$ cat src/rtl/tlp_pkg.sv
`timescale 1ns / 1ps

package tlp_pkg;

    // Fixed widths of the request and result fields
    localparam int FIELD_BITS = 48;
    localparam int COUNT_BITS = 48;

    // Defaults for the top-level parameters
    localparam int TABLE_ENTRIES_DEFAULT = 1024;
    localparam int HISTORY_BITS_DEFAULT  = 5;
    localparam int ADDRESS_BITS_DEFAULT  = 48;

    // Result classification
    typedef enum logic [1:0] {
        OUTCOME_CORRECT = 2'd0,
        OUTCOME_WRONG   = 2'd1,
        OUTCOME_MISS    = 2'd2
    } outcome_t;

    // One statistics update, issued when a branch retires from the update stage
    typedef struct packed {
        logic     en;
        outcome_t code;
    } count_bump_t;

endpackage

$ cat src/rtl/tlp_pattern_table.sv
`timescale 1ns / 1ps

// Shared pattern table: one outcome bit per history value, cleared at reset.
module tlp_pattern_table #(
    parameter int HISTORY_BITS = tlp_pkg::HISTORY_BITS_DEFAULT,
    parameter int ENTRIES      = 2 ** HISTORY_BITS
) (
    input  logic                    clk,
    input  logic                    rst_n,
    input  logic [HISTORY_BITS-1:0] rd_addr,
    output logic                    rd_bit,
    input  logic                    wr_en,
    input  logic [HISTORY_BITS-1:0] wr_addr,
    input  logic                    wr_bit
);

    logic [ENTRIES-1:0] bits_reg;
    logic [ENTRIES-1:0] bits_next;

    always_comb
    begin
        bits_next = bits_reg;
        if (wr_en)
        begin
            bits_next[wr_addr] = wr_bit;
        end
    end

    always_ff @(posedge clk or negedge rst_n)
    begin
        if (!rst_n)
        begin
            bits_reg <= '0;
        end
        else
        begin
            bits_reg <= bits_next;
        end
    end

    assign rd_bit = bits_reg[rd_addr];

endmodule

$ cat config.mk
export PLATFORM = sky130hd
export DESIGN_NAME = tlp_pattern_table
export DESIGN_NICKNAME = d
export VERILOG_FILES = /design/src/rtl/tlp_pkg.sv /design/src/rtl/tlp_pattern_table.sv
export SDC_FILE = /design/constraint.sdc
export NUM_CORES = 1
export LEC_CHECK = 0
export BUFFER_PORTS_ARGS = -buffer_cell sky130_fd_sc_hd__buf_2
export CORE_ASPECT_RATIO = 0.9
export CORE_UTILIZATION = 55
export DETAILED_ROUTE_END_ITERATION = 10
export PLACE_DENSITY = 0.82
export SYNTH_ARGS = -nofsm -noshare
export SYNTH_HDL_FRONTEND = slang
export SYNTH_SLANG_ARGS = --single-unit
$ cat constraint.sdc
create_clock -name clk -period 1.4 [get_ports clk]
set_input_delay 0.21 -clock clk [delete_from_list [all_inputs] [get_ports clk]]
set_output_delay 0.21 -clock clk [all_outputs]
set_load 0.1 [all_outputs]
# Yosys cells after proc, flatten, opt, wreduce, memory -nomap -nowiden
# Cells that the tools add are included.
[word_totals]
reg_bits = 32
[classes]
order_cmp = 3
mux = 5
n_reduce_logical = 1
[op_table]
columns = ["op", "n"]
rows = [
  ["$bwmux W32", 1],
  ["$lt A5 B6 Y1 const B", 2],
  ["$bmux W1 S5", 1],
  ["$demux W1 S5", 1],
  ["$ge A5 B1 Y1 const B", 1],
  ["$mux W1", 2],
  ["$logic_and A1 B1 Y1", 1],
]

# Logic depth before layout (Yosys ltp)
[depth]
depth_word = 5
ltp_mapped = 7
ltp_nobuf = 5

# Least setup slack after synthesis
# Ideal clock, no wire load.
[synth_timing]
path_kind = "input port to output port"
from = "input rd_addr[1]"
to = "output rd_bit"
t_arrival_ps = 1692
setup_slack_ps = -502
cell_stages = 5
n_path_buf = 2
path_cell_list = "buf_6 -> buf_12 -> mux2i_1 -> a211oi_1 -> a311o_1"
[synth_via]
elab_chain_cells = 2
[synth_lines]
columns = ["element", "line_no", "text"]
rows = [
  ["from (decl)", "tlp_pattern_table.sv:10", "input logic [HISTORY_BITS-1:0] rd_addr,"],
  ["$bmux W1 S5", "tlp_pattern_table.sv:41", "assign rd_bit = bits_reg[rd_addr];"],
  ["$mux W1 (implied by the code)", "tlp_pattern_table.sv:41", ""],
  ["to (decl)", "tlp_pattern_table.sv:11", "output logic rd_bit,"],
]
# Every way passes these cells. The select of a mux whose other input is x is not followed.

# Worst setup path after layout
[layout_timing]
from = "register bits_reg[11]"
to = "output rd_bit"
[layout_via]
elab_chain_cells = 2
[layout_lines]
columns = ["element", "line_no", "text"]
rows = [
  ["from (decl)", "tlp_pattern_table.sv:17", "logic [ENTRIES-1:0] bits_reg;"],
  ["from (signal assigned)", "tlp_pattern_table.sv:37", "bits_reg <= bits_next;"],
  ["$bmux W1 S5", "tlp_pattern_table.sv:41", ""],
  ["$mux W1 (implied by the code)", "tlp_pattern_table.sv:41", ""],
]
# Every way passes these cells. The select of a mux whose other input is x is not followed.

==> results.ini <==
[critical_path]
ff2ff_path_depth = 1
max_stage_delay_ps = 400
r2r-start = bits_reg[7]
cp_top_family = compound AO/OA/AOI/OAI gates
worstReg2RegEnd = bits_reg[7]
worst-path-max-fanout = 2
worstPathCellList = mux2i_1 > a22oi_1 > nand3_1 > nand2_1 > a311o_2 > buf_12
critPathRequiredTime_ps = 1190
r2r_slack_ps = 570
critPathBufInv = 1
crit_path_start_kind = flip-flop
critPathSlowestCell = dfrtp_1
criticalPathCategory = flip-flop to primary output
cp.arrival_ps = 1710
end_kind = primary output

[sta]
setup_violations = 1
hold_viol_final = 0
hold_ws_ps = 340.5
finalWorstPathRequiredPeriod_ps = 1917
fin_crit_sh_pct = 136.9
max_slew_margin_pct = 69.53
rsz0062_at_grt = true
max_freq_ghz = 0.5218
worst_pin_slew_ps = 457.0
fin_skew_ps = 0
setup_ws_ps = -516.6
maxSlewViolCount = 0

[layout]
final_nets = 200
mostFrequentLayoutCell = dfrtp_1
layoutNonFillerInstCount = 229
final_cell_mix = 32 x dfrtp_1, 23 x nand2_1, 18 x nor2_1
largest_reg_flops = 32
antenna_cells = 0
area_growth_pct = 17.42
drive_gt1_share_pct = 29.41

[worst_hold_path]
worstHoldEndpoint = bits_reg[6]
holdCritPathClass = input port to flip-flop
hp-start = wr_addr[4]
whs_path_depth = 4

[grt]
grt_max_degree = 33
grt_pass1_vias = 1343
antenna_found_initial = 0
grt_overflow_total = 0
grt_pass1_wl_um = 6127
grt_use_total_pct = 25.34

[die]
core-area_um2 = 3043
die_x_um = 61.38
die-area_um2 = 3403
rows = 19
initial_core_util_pct = 57.36
io_pins = 15
die_y_um = 55.45

[cts]
clk_pin_slew_worst_paths_ps = 100
post_cts_resize_count = 0
cts_sinks = 32
root_buffer = clkbuf_4
post-cts-setup-buffers = 0
cts-htree-levels = 2
cts_tree = yes
cts_buffers = 5
clockBufferDepth = 2
insertion_delay_ps = 340

[place]
dp_slack_ps = -279.2
dpl.cell_count = 220
dp_hpwl_um = 2733
io_buffers = 14
gp_congestion = 0.8334

[pwr]
ir_worst_vdd_mv = 0.8840
p_int_mw = 1.826
p_sw_mw = 0.6679
switching_share_pct = 26.78
p_clk_share_pct = 32.2
leakage_nw = 0.9469
power_density_nw_per_um2 = 1217
power_mw = 2.494
comb_power_share_pct = 19.4
sequentialPowerShare_pct = 48.4

[synthesis]
synth_cells = 157
ys_types = 27
ys_warn_count = 0
netlist_area_um2 = 1745
avgSynthCellArea_um2 = 11.12
yosysSeqAreaShare_pct = 45.88
synth_nets = 171
ys_seq_elements = 32
async_flop_share_pct = 100.0
synth_edf_count = 0
ys.flop_type = dfrtp_1

[detailed_routing]
wirelength_um = 3723
wl_per_cell_um = 16.26
drc = 0
drt_iter0_markers = 42
viasPerCell = 5.646
vias = 1293
firstDrtPassIters = 6
ant_nets = 0

[job]
max_cap_violations = 0

[run_status]
violations = negative setup slack
status = finished with violations

[how the worst max path moves through the flow]
| stage | start | to | slack (ps) | depth (start not counted) |
|---|---|---|---|---|
| 2_1_floorplan | rd_addr[1] | rd_bit | -170 | 7 |
| 3_3_place_gp | rd_addr[1] | rd_bit | -260 | 8 |
| 3_5_place_dp | rd_addr[1] | rd_bit | -280 | 7 |
| 4_1_cts | bits_reg[11] | rd_bit | -510 | 6 |
| 5_1_grt | bits_reg[11] | rd_bit | -580 | 6 |
| 6_report | bits_reg[11] | rd_bit | -520 | 6 |
[synthesized netlist by cell type, types with 3 or more instances]
| master | number | share of area (%) |
|---|---|---|
| mux2i_1 | 16 | 9.2 |
| a22oi_1 | 4 | 1.7 |
| a21oi_1 | 3 | 0.86 |
| nand3_1 | 4 | 1.1 |
| nor2_1 | 18 | 3.9 |
| dfrtp_1 | 32 | 46 |
| nand3b_1 | 4 | 1.7 |
| mux2_1 | 16 | 10 |
| nor3b_2 | 3 | 2.2 |
| clkbuf_1 | 3 | 0.65 |
| mux2_2 | 16 | 10 |
| nand2_1 | 23 | 4.9 |
[metal layers]
| metal | GRT usage, % | up-vias | part of all wire [%] |
|---|---|---|---|
| li1 | - | 613 | - |
| met1 | 33.96 | 645 | 46 |
| met2 | 37.27 | 31 | 48 |
| met3 | 6.089 | 4 | 4.5 |
| met4 | 13.97 | 0 | 1.6 |
| met5 | 0 | - | 0 |
[metrics by stage]
stage          TNS, ps  utilization (%)  instance area [µm²]
2_1_floorplan   -173.0                -                 1747
3_3_place_gp    -263.9            63.90                 1944
3_5_place_dp    -438.1            63.90                 1944
4_1_cts         -513.7            67.35                 2049
5_1_grt         -581.9            67.35                 2049
6_report        -516.6            67.35                 2049
[tightest hold or removal path, stage by stage]
cell and delay (ps):
buf_2 160, nor3b_2 90, nand2_1 70, mux2_1 120
[power by group through the flow]
stage                     combinational [mW]  clock, mW  sequential (mW)
final                                  0.485      0.802             1.21
after global routing                   0.527      0.855             1.23
after CTS                              0.487      0.815             1.21
after detailed placement               0.484          0             1.23
after global placement                 0.460          0             1.21
after floorplan                        0.333          0             1.18
[logic make-up after synthesis]
family	Yosys count	share of synthesized area [%]
buffers and inverters	5	2.437
and+or+nand+nor	63	18.28
muxes	48	29.82
AOI/OAI and AO/OA	9	3.584
DFF	32	45.88
[final cells by class]
| cell class | count | area [µm²] |
|---|---|---|
| fillers | 238 | 993.5 |
| multi-input cells | 120 | 903.4 |
| flip-flops and latches | 32 | 800.8 |
| repair buffers | 27 | 197.7 |
| clock buffers | 7 | 65.06 |
| well taps | 42 | 52.55 |
| clock inverters | 1 | 30.03 |
[what timing repair did]
item	in CTS	in global routing
hold buffers	1	0
endpoints found under the setup margin	1	1
pin swaps	0	1
hold endpoints to repair	32	0
(Power assumes the default switching activity.)
