==> src/rtl/tlp_pkg.sv <==
`timescale 1ns / 1ps

package tlp_pkg;

    // Fixed widths of the request and result fields
    localparam int FIELD_BITS = 48;
    localparam int COUNT_BITS = 48;

    // Defaults for the top-level parameters
    localparam int TABLE_ENTRIES_DEFAULT = 1024;
    localparam int HISTORY_BITS_DEFAULT  = 5;
    localparam int ADDRESS_BITS_DEFAULT  = 48;

    // Result classification
    typedef enum logic [1:0] {
        OUTCOME_CORRECT = 2'd0,
        OUTCOME_WRONG   = 2'd1,
        OUTCOME_MISS    = 2'd2
    } outcome_t;

    // One statistics update, issued when a branch retires from the update stage
    typedef struct packed {
        logic     en;
        outcome_t code;
    } count_bump_t;

endpackage

==> src/rtl/tlp_counters.sv <==
`timescale 1ns / 1ps

// Saturating statistics counters, one bumped per retired branch.
module tlp_counters (
    input  logic                            clk,
    input  logic                            rst_n,
    input  tlp_pkg::count_bump_t            bump,
    output logic [tlp_pkg::COUNT_BITS-1:0]  correct_count,
    output logic [tlp_pkg::COUNT_BITS-1:0]  wrong_count,
    output logic [tlp_pkg::COUNT_BITS-1:0]  miss_count
);

    logic [tlp_pkg::COUNT_BITS-1:0] correct_reg;
    logic [tlp_pkg::COUNT_BITS-1:0] correct_next;
    logic [tlp_pkg::COUNT_BITS-1:0] wrong_reg;
    logic [tlp_pkg::COUNT_BITS-1:0] wrong_next;
    logic [tlp_pkg::COUNT_BITS-1:0] miss_reg;
    logic [tlp_pkg::COUNT_BITS-1:0] miss_next;

    // Increment the selected counter, holding at all ones
    always_comb
    begin
        correct_next = correct_reg;
        wrong_next   = wrong_reg;
        miss_next    = miss_reg;
        if (bump.en)
        begin
            case (bump.code)
                tlp_pkg::OUTCOME_CORRECT:
                begin
                    if (correct_reg != '1)
                    begin
                        correct_next = correct_reg + tlp_pkg::COUNT_BITS'(1);
                    end
                end
                tlp_pkg::OUTCOME_WRONG:
                begin
                    if (wrong_reg != '1)
                    begin
                        wrong_next = wrong_reg + tlp_pkg::COUNT_BITS'(1);
                    end
                end
                tlp_pkg::OUTCOME_MISS:
                begin
                    if (miss_reg != '1)
                    begin
                        miss_next = miss_reg + tlp_pkg::COUNT_BITS'(1);
                    end
                end
                default:
                begin
                    correct_next = correct_reg;
                end
            endcase
        end
    end

    always_ff @(posedge clk or negedge rst_n)
    begin
        if (!rst_n)
        begin
            correct_reg <= '0;
            wrong_reg   <= '0;
            miss_reg    <= '0;
        end
        else
        begin
            correct_reg <= correct_next;
            wrong_reg   <= wrong_next;
            miss_reg    <= miss_next;
        end
    end

    assign correct_count = correct_reg;
    assign wrong_count   = wrong_reg;
    assign miss_count    = miss_reg;

endmodule

==> config.mk <==
export PLATFORM = sky130hd
export DESIGN_NAME = tlp_counters
export DESIGN_NICKNAME = d
export VERILOG_FILES = /design/src/rtl/tlp_pkg.sv /design/src/rtl/tlp_counters.sv
export SDC_FILE = /design/constraint.sdc
export NUM_CORES = 1
export LEC_CHECK = 0
export BUFFER_PORTS_ARGS = -buffer_cell sky130_fd_sc_hd__buf_2
export CAP_MARGIN = 40
export CORE_MARGIN = 3
export CORE_UTILIZATION = 55
export DETAILED_ROUTE_END_ITERATION = 16
export MAX_ROUTING_LAYER = met4
export PLACE_DENSITY = 0.78
export SKIP_LAST_GASP = 1
export SLEW_MARGIN = 15
export SYNTH_ARGS = -nofsm -noshare
export SYNTH_HDL_FRONTEND = slang
export SYNTH_SLANG_ARGS = --single-unit
==> constraint.sdc <==
create_clock -name clk -period 2.5 [get_ports clk]
set_clock_uncertainty 0.2 [all_clocks]
set_input_delay 0.125 -clock clk [delete_from_list [all_inputs] [get_ports clk]]
set_output_delay 0.125 -clock clk [all_outputs]
set_load 0.005 [all_outputs]
# Word-level counts from Yosys, hierarchy flattened
# Cells that the tools add are included.
# W data, S select, Z words.
# word_totals
register_bits,144
in_bits,5
out_inout_bits,144
elab_cells,15
# classes
add_sub_neg,3
n_eq_ne,5
n_reduce_logical,4
# ops
op,n
$add A48 B1 Y48 const B,3
$ne A48 B48 Y1 const B,3
$reduce_and A3 Y1,3
$eq A2 B1 Y1 const B,1
$eq A2 B2 Y1 const B,1
$logic_not A2 Y1,1

# Depth between registers and ports, before layout
# Gate-level depths: netlist of the first run.
# logic_depth
word_depth,2
mapped_depth,9
mapped_depth_nobuf,7

# Worst setup path before layout of the first run
# Ideal clock, no wire load.
# synth_path
path_type,flip-flop to flip-flop
start,reg wrong_reg (netlist bit wrong_count[0])
end,reg wrong_reg (netlist bit wrong_count[1])
setup_ns,0.125
t_arrival_ns,1.926
required_ns,2.175
setup_slack_ns,0.249
path_stages_with_launch,8
period_less_slack_ns,2.251
path_cell_list,dfrtp_1 -> ha_1 -> nand3_1 -> or4_1 -> nor2_2 -> a21oi_2 -> buf_6 -> mux2_4
# synth_between
elab_chain_cells,2
word_cells_on_any_way,3
# synth_lines
element,line,rtl
from (decl),tlp_counters.sv:15,logic [tlp_pkg::COUNT_BITS-1:0] wrong_reg;
from (signal assigned),tlp_counters.sv:69,wrong_reg <= wrong_next;
branches (longest 2 deep; another with $add A48 B1 Y48),n/a,
# Several ways; the timed one is not identified.
# A chain may end at the register's enable or synchronous reset.

# Worst setup path in the final report of the first run
# layout_path
start,reg wrong_reg (netlist bit wrong_count[0])
end,reg wrong_reg (netlist bit wrong_count[39])
# Same word-level chain as after synthesis.

==> metrics.txt, run 1 <==
clock share of power 47.0%; top-count cell post-synth dfrtp_1; # fillers between 800 and 900; Post-synth EDFFs 0; H-Tree Depth 4; TritonCTS clock tree done; Worst EP required between 2 and 3 ns; Core ar. between 10000 and 15000 um^2; net load switching power 1350 uW; Post-Route Setup TNS 0 ns; post-synthesis sequential area ratio 50.9%; Hold Path Class in2async; P&R area growth vs syn 25.9%; Final min period 2.39 ns; layout cells sized above 1 between 20% and 30%; die area roughly 14000 um^2; Die X roughly 120 um; clock sinks ~140; Netlist cell types slightly above 50; internal power 4430 uW; First-pass DRT Iterations 5; Worst Path Buf+Inv 1; Worst setup SP type register; syn nets approximately 660; multi-input combinational cell area ~3400 um^2; clk buf depth 2; relative slew slack around 65%; total CTS buffers 17; Buffers on Ports approximately 150; share of the synthesized area in the top cell type between 50% and 60%; cells after synthesis between 600 and 700; Starting DRT DRC Count about 430; cell row count 40; CP top delay family simple AND/OR/NAND/NOR gates; Worst setup EP type register; Commonest cells post-synth dfrtp_1, xnor2_1, nand2_1; vias in the first global route 5737; CP peak stage delay ~0.42 ns; Max FO, Critical Path 6; Total Routing Usage GR between 20% and 30%; CP most frequent cell nand3_2; root buffer cell clkbuf_16; Cell Chain, Critical Path ha_1 -> nand3_2 -> nor4_4 -> buf_4 -> nand3_2 -> o211a_4 -> and3_1 -> xor2_1; flop and latch count out of synthesis 144; Synth Area per Inst 10.8 um^2; power density over the cells roughly 650 nW/um^2; Flop pwr share 45.0%; total power between 5000 and 6000 uW; Final period util approximately 96%; Slew Limit Fails 0; Main synth FF type dfrtp_1; Clock Pin Slew Worst Setup and Hold Paths roughly 0.060 ns; WS Path Type reg2reg; DRC Markers 0; Vias/cell just under 6; Cells after DPL about 1000; R2R Setup Slk 0.11 ns; IO Pins roughly 150; clk_lat worst skew approximately 0.42 ns; placed cell areas 8170 um^2; Starting Density between 50 and 60%; Wirelength per Cell approximately 18 um; fmax between 400 and 500 MHz; Logic pwr share about 8%; Nets about 850; WP data arrival roughly 2.5 ns; Slew @ Worst Pin around 0.52 ns; FF+latch area about 3600 um^2; number of inserted diodes 0; Finished Cell Area between 8000 and 9000 um^2; Max-Cap Viols 0; mapped cell area a little over 7000 um^2; GPL Wtd Cong approximately 0.86; Vias slightly below 6000; Fin. Hold Viols 0; top cells by area, synth dfrtp_1, xnor2_1, xor2_1, nand4_1, nand3_1; Final Core Density approximately 72%; first-pass GRT wire length between 20 and 30 mm; Yosys warning total 0; Worst VDD drop 0.424 mV; CP max stage cell dfrtp_1; largest net degree at the start of global routing 58; RSZ-0062 raised after global routing true; cell taking the most area after synthesis dfrtp_1; Overflow after GRT 0; Leak roughly 0.0045 uW; Layout Cells excl Fill 1020; antenna-violating nets left 0; Sw Share 23.4%; final setup fails 0; asr flop ratio synth between 90% and 100%; outcome complete, no violations; post-detail-place hpwl 12.9 mm; initial antenna violation count 0; Die Height ~120 um; Total Routed Length around 18 mm
## final cells by class
cell class                      count  share of cell area, %
Clock buffer                       21                   5.39
Clock inverter                     10                   1.77
Inverter                            5                  0.211
Multi-Input combinational cell    493                   38.6
Sequential cell                   144                   40.4
Tap cell                          168                   2.36
Timing Repair Buffer              179                   11.2
## flip-flops by register name, indices dropped and copies added (netlist names)
| register | cells |
|---|---|
| miss_count | 48 |
| correct_count | 48 |
| wrong_count | 48 |
## path summary, 6_finish.rpt
check	start	end	depth (start not counted)
worst max-delay path	wrong_count[0]	wrong_count[39]	8
worst min-delay path	rst_n	wrong_count[20]	2
worst max register to register	wrong_count[0]	wrong_count[39]	8
worst min register to register	miss_count[46]	miss_count[46]	1
max in group asynchronous	rst_n	correct_count[30]	3
min in group clk	bump[0]	correct_count[9]	4
## cells in the final DEF, fill, tap and decap left out, types with 3 or more instances in the layout
| cell type | instances |
|---|---|
| nor3_2 | 8 |
| nor2b_1 | 3 |
| nand3_2 | 3 |
| buf_4 | 26 |
| nor2_1 | 32 |
| and4_1 | 18 |
| inv_1 | 5 |
| buf_2 | 147 |
| bufinv_16 | 4 |
| clkbuf_16 | 17 |
| xor2_1 | 46 |
| dfrtp_1 | 144 |
| nor3_1 | 22 |
| clkbuf_8 | 4 |
| clkinv_2 | 3 |
| nor4_1 | 9 |
| nand3_1 | 57 |
| nor4_4 | 4 |
| nand4_1 | 50 |
| and2_1 | 5 |
| xnor2_1 | 94 |
| clkinvlp_4 | 3 |
| and3_1 | 31 |
| nand2_1 | 64 |
| ha_1 | 3 |
| dlygate4sd3_1 | 4 |
## per-layer routing
| metal | routed length (um) | vias up | global-route usage, % | part of all wire, % |
|---|---|---|---|---|
| li1 | - | 2719 | - | - |
| met1 | 7620 | 2941 | 34.1 | 42 |
| met4 | 384 | 0 | 9.66 | 2.1 |
| met5 | 0 | - | - | 0 |
| met3 | 962 | 32 | 4.42 | 5.4 |
| met2 | 8980 | 238 | 40.8 | 50 |
## power by group through the flow
stage,Combinational (uW),Sequential [uW],Clock [uW]
final,463,2600,2720
after global routing,512,2610,2840
after CTS,475,2590,2740
after detailed placement,464,2630,0
after global placement,440,2620,0
after floorplan,183,2620,0
## stage by stage
stage / hold slack [ns] / worst slack [ns]
after global routing: 0.0678 / -0.0102
after floorplan: -0.371 / 0.249
final: 0.0155 / 0.106
after detailed placement: -0.0844 / 0.0520
after CTS: 0.0455 / 0.0326
after global placement: -0.0926 / 0.142
## worst reg2reg max path, stage by stage (launching register included)
cell     delay, ns
dfrtp_1       0.42
ha_1          0.23
nand3_2       0.15
nor4_4        0.27
buf_4         0.19
nand3_2       0.17
o211a_4       0.33
and3_1        0.19
xor2_1        0.14
## kinds of logic after synthesis
group | after synthesis | share of synthesized area, %
AOI/OAI and AO/OA | 16 | 1.96
xor gates and xnor gates | 140 | 17.3
adders and majority gates | 3 | 0.530
buffers and inverters | 16 | 1.29
DFF | 144 | 50.9
muxes | 2 | 0.424
and+or+nand+nor | 332 | 27.6
## what timing repair did
action                     CTS  global route
hold buffers                 4             0
buffers inserted             0             1
resized for setup            1             9
hold endpoints to repair   147             0
pin swaps                    0             1
setup endpoints to repair    1            25
Note: power is estimated with default switching activity, not from simulation.
==> run 2: changes to the inputs <==
--- a/config.mk
+++ b/config.mk
@@ -5,13 +5,14 @@
 export SDC_FILE = /design/constraint.sdc
 export NUM_CORES = 1
 export LEC_CHECK = 0
+export ABC_AREA = 1
 export BUFFER_PORTS_ARGS = -buffer_cell sky130_fd_sc_hd__buf_2
 export CAP_MARGIN = 40
 export CORE_MARGIN = 3
-export CORE_UTILIZATION = 55
+export CORE_UTILIZATION = 58
 export DETAILED_ROUTE_END_ITERATION = 16
 export MAX_ROUTING_LAYER = met4
-export PLACE_DENSITY = 0.78
+export PLACE_DENSITY = 0.79
 export SKIP_LAST_GASP = 1
 export SLEW_MARGIN = 15
 export SYNTH_ARGS = -nofsm -noshare
==> run 2 against run 1 <==
Compared with the run above: clock power fell by 5%; cell count grew 90%; hold slack improved by 0.059 ns; global-route usage up 8.2 points; setup slack better by 0.071 ns; utilization decreased by 1.5 points; sequential power decreased by 3%; total power decreased by 1.9%; sequential share of layout area shrank 9.1 points; critical path depth grew 1; wire length grew 67%; critical endpoint is now correct_count[3].
==> metrics.txt, run 2 <==
clock sinks 144 (unchanged); TritonCTS clock tree done; total CTS buffers 17 (unchanged); cell taking the most area after synthesis dfrtp_1; Worst Setup SP correct_count[1]; initial antenna violation count 0 (unchanged); Starting DRT DRC Count 858 (+100%); worst r2r src correct_count[1]; relative slew slack 58.2% (-6.8 points); met3 usage 4.22% (-0.20 points); Cell Chain, Critical Path ha_1 -> inv_2 -> nor2_8 -> nand2_4 -> nor2_4 -> nand3_4 -> nand3_4 -> nand2_1 -> nand2_1; Nets 1717 (+100%); Max-Cap Viols 0 (unchanged); mapped cell area 9830 um^2 (+39%); Die Height 136 um (+14%); Synth Area per Inst 6.40 um^2 (-41%); Die X 136 um (+14%); Wirelength per Cell 15.5 um (-12%); Yosys warning total 0 (unchanged); Commonest cells post-synth nand2_1, nor2_1, dfrtp_1; Vias 10600 (+78%); vias in the first global route 10000 (+75%); first-pass GRT wire length 48.9 mm (+69%); H-Tree Depth 4 (unchanged); Logic pwr share 9.6% (+1.6 points); outcome complete, no violations; Post-Route Setup TNS 0 ns (unchanged); clk_lat worst skew 0.43 ns (about the same); Worst VDD drop 0.530 mV (+25%); Top Usage Layer GRT met2; antenna-violating nets left 0 (unchanged); largest net degree at the start of global routing 66 (+14%); number of inserted diodes 0 (unchanged); top-count cell post-synth nand2_1; total power 5670 uW (-1.9%); Final period util 92.9% (-2.8 points); cells after synthesis 1535 (+140%); Hold Path Class in2async; Cells after DPL 1902 (+93%); Main synth FF type dfrtp_1; Worst setup EP type register; layout cells sized above 1 13.8% (-14 points); CP peak stage delay 0.40 ns (-0.02 ns); Buffers on Ports 148 (unchanged); grt met2 use 56.5% (+16 points); most common cell after layout, fill and taps aside nand2_1; Total Routing Usage GR 34.1% (+8.2 points); post-detail-place hpwl 22.7 mm (+76%); GPL Wtd Cong 0.978 (+14%); Total Routed Length 30.1 mm (+67%); fmax 431 MHz (+3.0%); asr flop ratio synth 100% (unchanged); Max FO, Critical Path 43 (+37); First-pass DRT Iterations 5 (unchanged); Final min period 2.32 ns (-0.0708 ns); Worst setup SP type register; clk buf depth 2 (unchanged); root buffer cell clkbuf_16; clock share of power 45.7% (-1.3 points); Slew Limit Fails 0 (unchanged); Post-synth EDFFs 0 (unchanged); power density over the cells 492 nW/um^2 (-24%); Vias/cell 5.45 (-6.2%); Slew @ Worst Pin 0.626 ns (+0.102 ns); IO Pins 149 (unchanged); Sw Share 25.8% (+2.4 points); syn nets 1543 (+130%); Netlist cell types 27 (-47%); Worst EP required 2.65 ns (+0.04 ns); Overflow after GRT 0 (unchanged); cell row count 46 (+15%); share of the synthesized area in the top cell type 36.7% (-14 points); WS Path Type reg2reg; placed cell areas 10900 um^2 (+33%); Post-CTS Setup Inserts 0 (unchanged); Starting Density 60.6% (+3.0 points); P&R area growth vs syn 17.2%; Flop pwr share 44.6% (-0.4 points); top cells by area, synth dfrtp_1, nand2_1, nor2_1, xnor2_1, nand4_1; GR Util met1 42.3% (+8.2 points); Core ar. 16200 um^2 (+32%); Clock Pin Slew Worst Setup and Hold Paths 0.06 ns (about the same); Finished Cell Area 11500 um^2 (+29%); commonest non-fill, non-tap cells in the layout nand2_1, nor2_1, buf_2, dfrtp_1, inv_1; flop and latch count out of synthesis 144 (unchanged); Leak 0.00542 uW (+20%); post-synthesis sequential area ratio 36.7% (-14 points); die area 18500 um^2 (+30%); DRC Markers 0 (unchanged); RSZ-0062 raised after global routing false; WP data arrival 2.48 ns (-0.02 ns); CP max stage cell dfrtp_1; Fin. Hold Viols 0 (unchanged); final setup fails 0 (unchanged); internal power 4210 uW (-5.0%); net load switching power 1460 uW (+8.2%); Layout Cells excl Fill 1936 (+90%)
-- run 2: layout make-up --
class,instances,area [um^2]
Clock buffer,20,447
Clock inverter,10,139
Fill cell,1468,4720
Inverter,98,370
Multi-Input combinational cell,1258,5590
Sequential cell,144,3600
Tap cell,216,270
Timing Repair Buffer,190,1100
-- run 2: worst paths after layout --
kind | to | slack [ns] | cells after the start
setup / recovery | correct_count[3] | 0.18 | 9
hold / removal | correct_count[20] | 0.07 | 2
setup reg to reg | correct_count[3] | 0.18 | 9
hold reg to reg | correct_count[0] | 0.35 | 2
max in group asynchronous | correct_count[30] | 1.27 | 3
min in group clk | correct_count[0] | 0.35 | 2
-- run 2: timing repair --
action                                  CTS  global route
endpoints found under the setup margin    0            20
hold buffers                              4             0
endpoints found under the hold margin   109             0
gates resized for setup                   0             3
-- run 2: metal layers --
metal / vias up / wire length [um]
met1: 4904 / 12300
li1: 5123 / -
met3: 85 / 1870
met5: - / 0
met4: 0 / 1180
met2: 441 / 14700
-- run 2: cells by family (layout without fill, tap and decap cells) --
kind of cell    Yosys count  count (layout)  synth area share (%)
simple gates           1156            1156                  48.2
buf+inv                 133             318                  6.58
xor+xnor                 82              82                  7.31
fa+ha+maj                 3               3                 0.382
compound gates           17              17                 0.866
flops                   144             144                  36.7
-- run 2: power by group through the flow --
stage / Sequential [uW] / Clock [uW] / Combinational [uW]
after floorplan: 2570 / 0 / 295
after global placement: 2560 / 0 / 526
after detailed placement: 2570 / 0 / 540
after CTS: 2530 / 2620 / 549
after global routing: 2550 / 2720 / 619
final: 2530 / 2590 / 544
-- run 2: critical path: cells and delay by family, from the launching register on --
kind                     cells  cell delay, ns
AND/OR/NAND/NOR              7            1.21
flip-flops                   1            0.40
adder cells (fa/ha/maj)      1            0.30
buffers and inverters        1            0.10
-- run 2: metrics by stage --
step / hold slack [ns] / util (%) / setup WS [ns]
2_1_floorplan: -0.371 / - / 0.475
3_3_place_gp: -0.0419 / 67.0 / 0.255
3_5_place_dp: -0.0369 / 67.0 / 0.146
4_1_cts: 0.0867 / 70.9 / 0.108
5_1_grt: 0.127 / 70.9 / 0.0447
6_report: 0.0741 / 70.9 / 0.177
==> run 3: changes to the inputs <==
==> constraint.sdc (replaced) <==
create_clock -name clk -period 2.3 [get_ports clk]
set_clock_uncertainty 0.2 [all_clocks]
set_input_delay 0.115 -clock clk [delete_from_list [all_inputs] [get_ports clk]]
set_output_delay 0.115 -clock clk [all_outputs]
set_load 0.005 [all_outputs]
==> run 3 against run 2 <==
Compared with the run above: sequential share of layout area is 1.4 points lower; die area stayed put; setup slack worse by 0.093 ns; wire length is 6.3% higher; clock-buffer cell count is 3 lower; hold slack worse by 0.013 ns; first-iteration DRC count is 10% higher; global-route usage is 1.4 points higher.
==> metrics.txt, run 3 (synthesized netlist as in run 2, its figures left out) <==
first-pass GRT wire length 50.9 mm (+4.0%); met3 usage 5.55% (+1.3 points); number of inserted diodes 0 (unchanged); Top Usage Layer GRT met2; final setup fails 0 (unchanged); Final period util 96.3% (+3.4 points); Overflow after GRT 0 (unchanged); Nets 1778 (+3.6%); clock sinks 144 (unchanged); total power 6330 uW (+12%); First-pass DRT Iterations 8 (+3); cells on worst reg2reg path 10 (+1); layout cells sized above 1 17.0% (+3.2 points); Worst VDD drop 0.569 mV (+7.5%); clk_lat worst skew 0.43 ns (about the same); commonest non-fill, non-tap cells in the layout nand2_1, nor2_1, buf_2, dfrtp_1, inv_1; Clock Pin Slew Worst Setup and Hold Paths 0.06 ns (about the same); Core ar. 16200 um^2 (unchanged); Crit. path cell count 10 (+1); Buffers on Ports 148 (unchanged); Cell Chain, Critical Path ha_1 -> inv_2 -> nor2_4 -> nand2_2 -> nor2_4 -> nand3_2 -> buf_4 -> nand3_4 -> nand2_1 -> o21ai_1; most common cell after layout, fill and taps aside nand2_1; CP top delay family simple AND/OR/NAND/NOR gates; Final min period 2.22 ns (-0.107 ns); fmax 451 MHz (+4.8%); GR Util met1 43.1% (+0.82 points); # fillers 1416 (-3.5%); RSZ-0062 raised after global routing true; Die X 136 um (unchanged); WP data arrival 2.31 ns (-0.17 ns); Post-CTS Setup Inserts 0 (unchanged); Worst Path Buf+Inv 2 (+1); multi-input combinational cell area 5620 um^2 (+0.63%); outcome complete, no violations; FF+latch area 3600 um^2 (unchanged); Die Height 136 um (unchanged); cell row count 46 (unchanged); CP peak stage delay 0.42 ns (+0.02 ns); P&R area growth vs syn 22.6%; die area 18500 um^2 (unchanged); power density over the cells 525 nW/um^2 (+6.7%); DRC Markers 0 (unchanged); Cells after DPL 1961 (+3.1%); minimum hold slack 0.0607 ns (-0.0134 ns); Worst setup SP type register; relative slew slack 55.4% (-2.9 points); Vias/cell 5.49 (+0.69%); Total Routed Length 32.0 mm (+6.3%); Wirelength per Cell 16.0 um (+3.0%); Hold Path Class in2async; total CTS buffers 17 (unchanged); Max-Cap Viols 0 (unchanged); Fin. Hold Viols 0 (unchanged); H-Tree Depth 4 (unchanged); antenna-violating nets left 0 (unchanged); Slew Limit Fails 0 (unchanged); Layout Cells excl Fill 1999 (+3.3%); clk buf depth 2 (unchanged); Slew @ Worst Pin 0.670 ns (+0.0432 ns); grt met2 use 59.1% (+2.6 points); WS Path Type reg2reg; Starting Density 60.6% (unchanged); GPL Wtd Cong 1.00 (+2.6%); post-detail-place hpwl 23.8 mm (+4.9%); Worst setup EP type register; Vias 11000 (+4.0%); largest net degree at the start of global routing 66 (unchanged); CP most frequent cell nor2_4; Max FO, Critical Path 29 (-33%); CP max stage cell dfrtp_1; Total Routing Usage GR 35.6% (+1.4 points); root buffer cell clkbuf_16; Leak 0.00577 uW (+6.3%); Starting DRT DRC Count 948 (+10%); TritonCTS clock tree done; Worst EP required 2.39 ns (-0.26 ns); IO Pins 149 (unchanged); vias in the first global route 10300 (+3.1%); initial antenna violation count 0 (unchanged)
==> run 3: changes by cell type in the layout (fill, tap and decap cells not counted), sizes merged <==
| cell | before | now |
|---|---|---|
| buf | 186 | 245 |
| clkbuf | 20 | 17 |
| clkinvlp | 1 | 2 |
| inv | 98 | 102 |
| nand3 | 77 | 79 |
==> run 3: where the power goes <==
part | internal, uW | switching (uW) | total (uW)
Combinational | 272 | 410 | 682
Clock | 1720 | 1190 | 2910
Sequential | 2620 | 115 | 2740
Total | 4610 | 1710 | 6330
==> run 3: area by class of cell <==
class	instances	area share, %
Clock buffer	17	3.53
Clock inverter	15	1.51
Inverter	98	3.07
Multi-Input combinational cell	1260	46.7
Sequential cell	144	29.9
Tap cell	216	2.24
Timing Repair Buffer	249	13.1
==> run 3: per-layer routing <==
layer | share of wire [%] | wire (um)
met4 | 4.1 | 1300
met2 | 49 | 15600
met5 | 0 | 0
met3 | 8.3 | 2640
met1 | 39 | 12500
==> run 3: path summary, 6_finish.rpt <==
| path | start | endpoint | slack (ns) |
|---|---|---|---|
| max | miss_count[0] | miss_count[5] | 0.08 |
| min | rst_n | correct_count[15] | 0.06 |
| max reg2reg | miss_count[0] | miss_count[5] | 0.08 |
| min reg2reg | correct_count[47] | correct_count[47] | 0.37 |
| max in group asynchronous | rst_n | wrong_count[45] | 1.22 |
| min in group clk | bump[1] | wrong_count[40] | 0.07 |
==> run 3: stage by stage <==
stage                     worst slack, ns  setup TNS, ns  cell area (um^2)  utilization, %
after floorplan                     0.275              0              9830               -
after global placement             -0.102          -2.60             11300            69.9
after detailed placement         -0.00225       -0.00225             11400            70.0
after CTS                        -0.00258       -0.00258             12000            74.0
after global routing              -0.0355         -0.142             12100            74.2
final                              0.0840              0             12100            74.2
==> run 3: repair_timing <==
| item | CTS | global route |
|---|---|---|
| pin swaps | 1 | 0 |
| gates cloned | 1 | 1 |
| hold endpoints to repair | 155 | 0 |
| endpoints found under the setup margin | 2 | 102 |
| hold buffers | 4 | 0 |
| gates resized for setup | 0 | 7 |
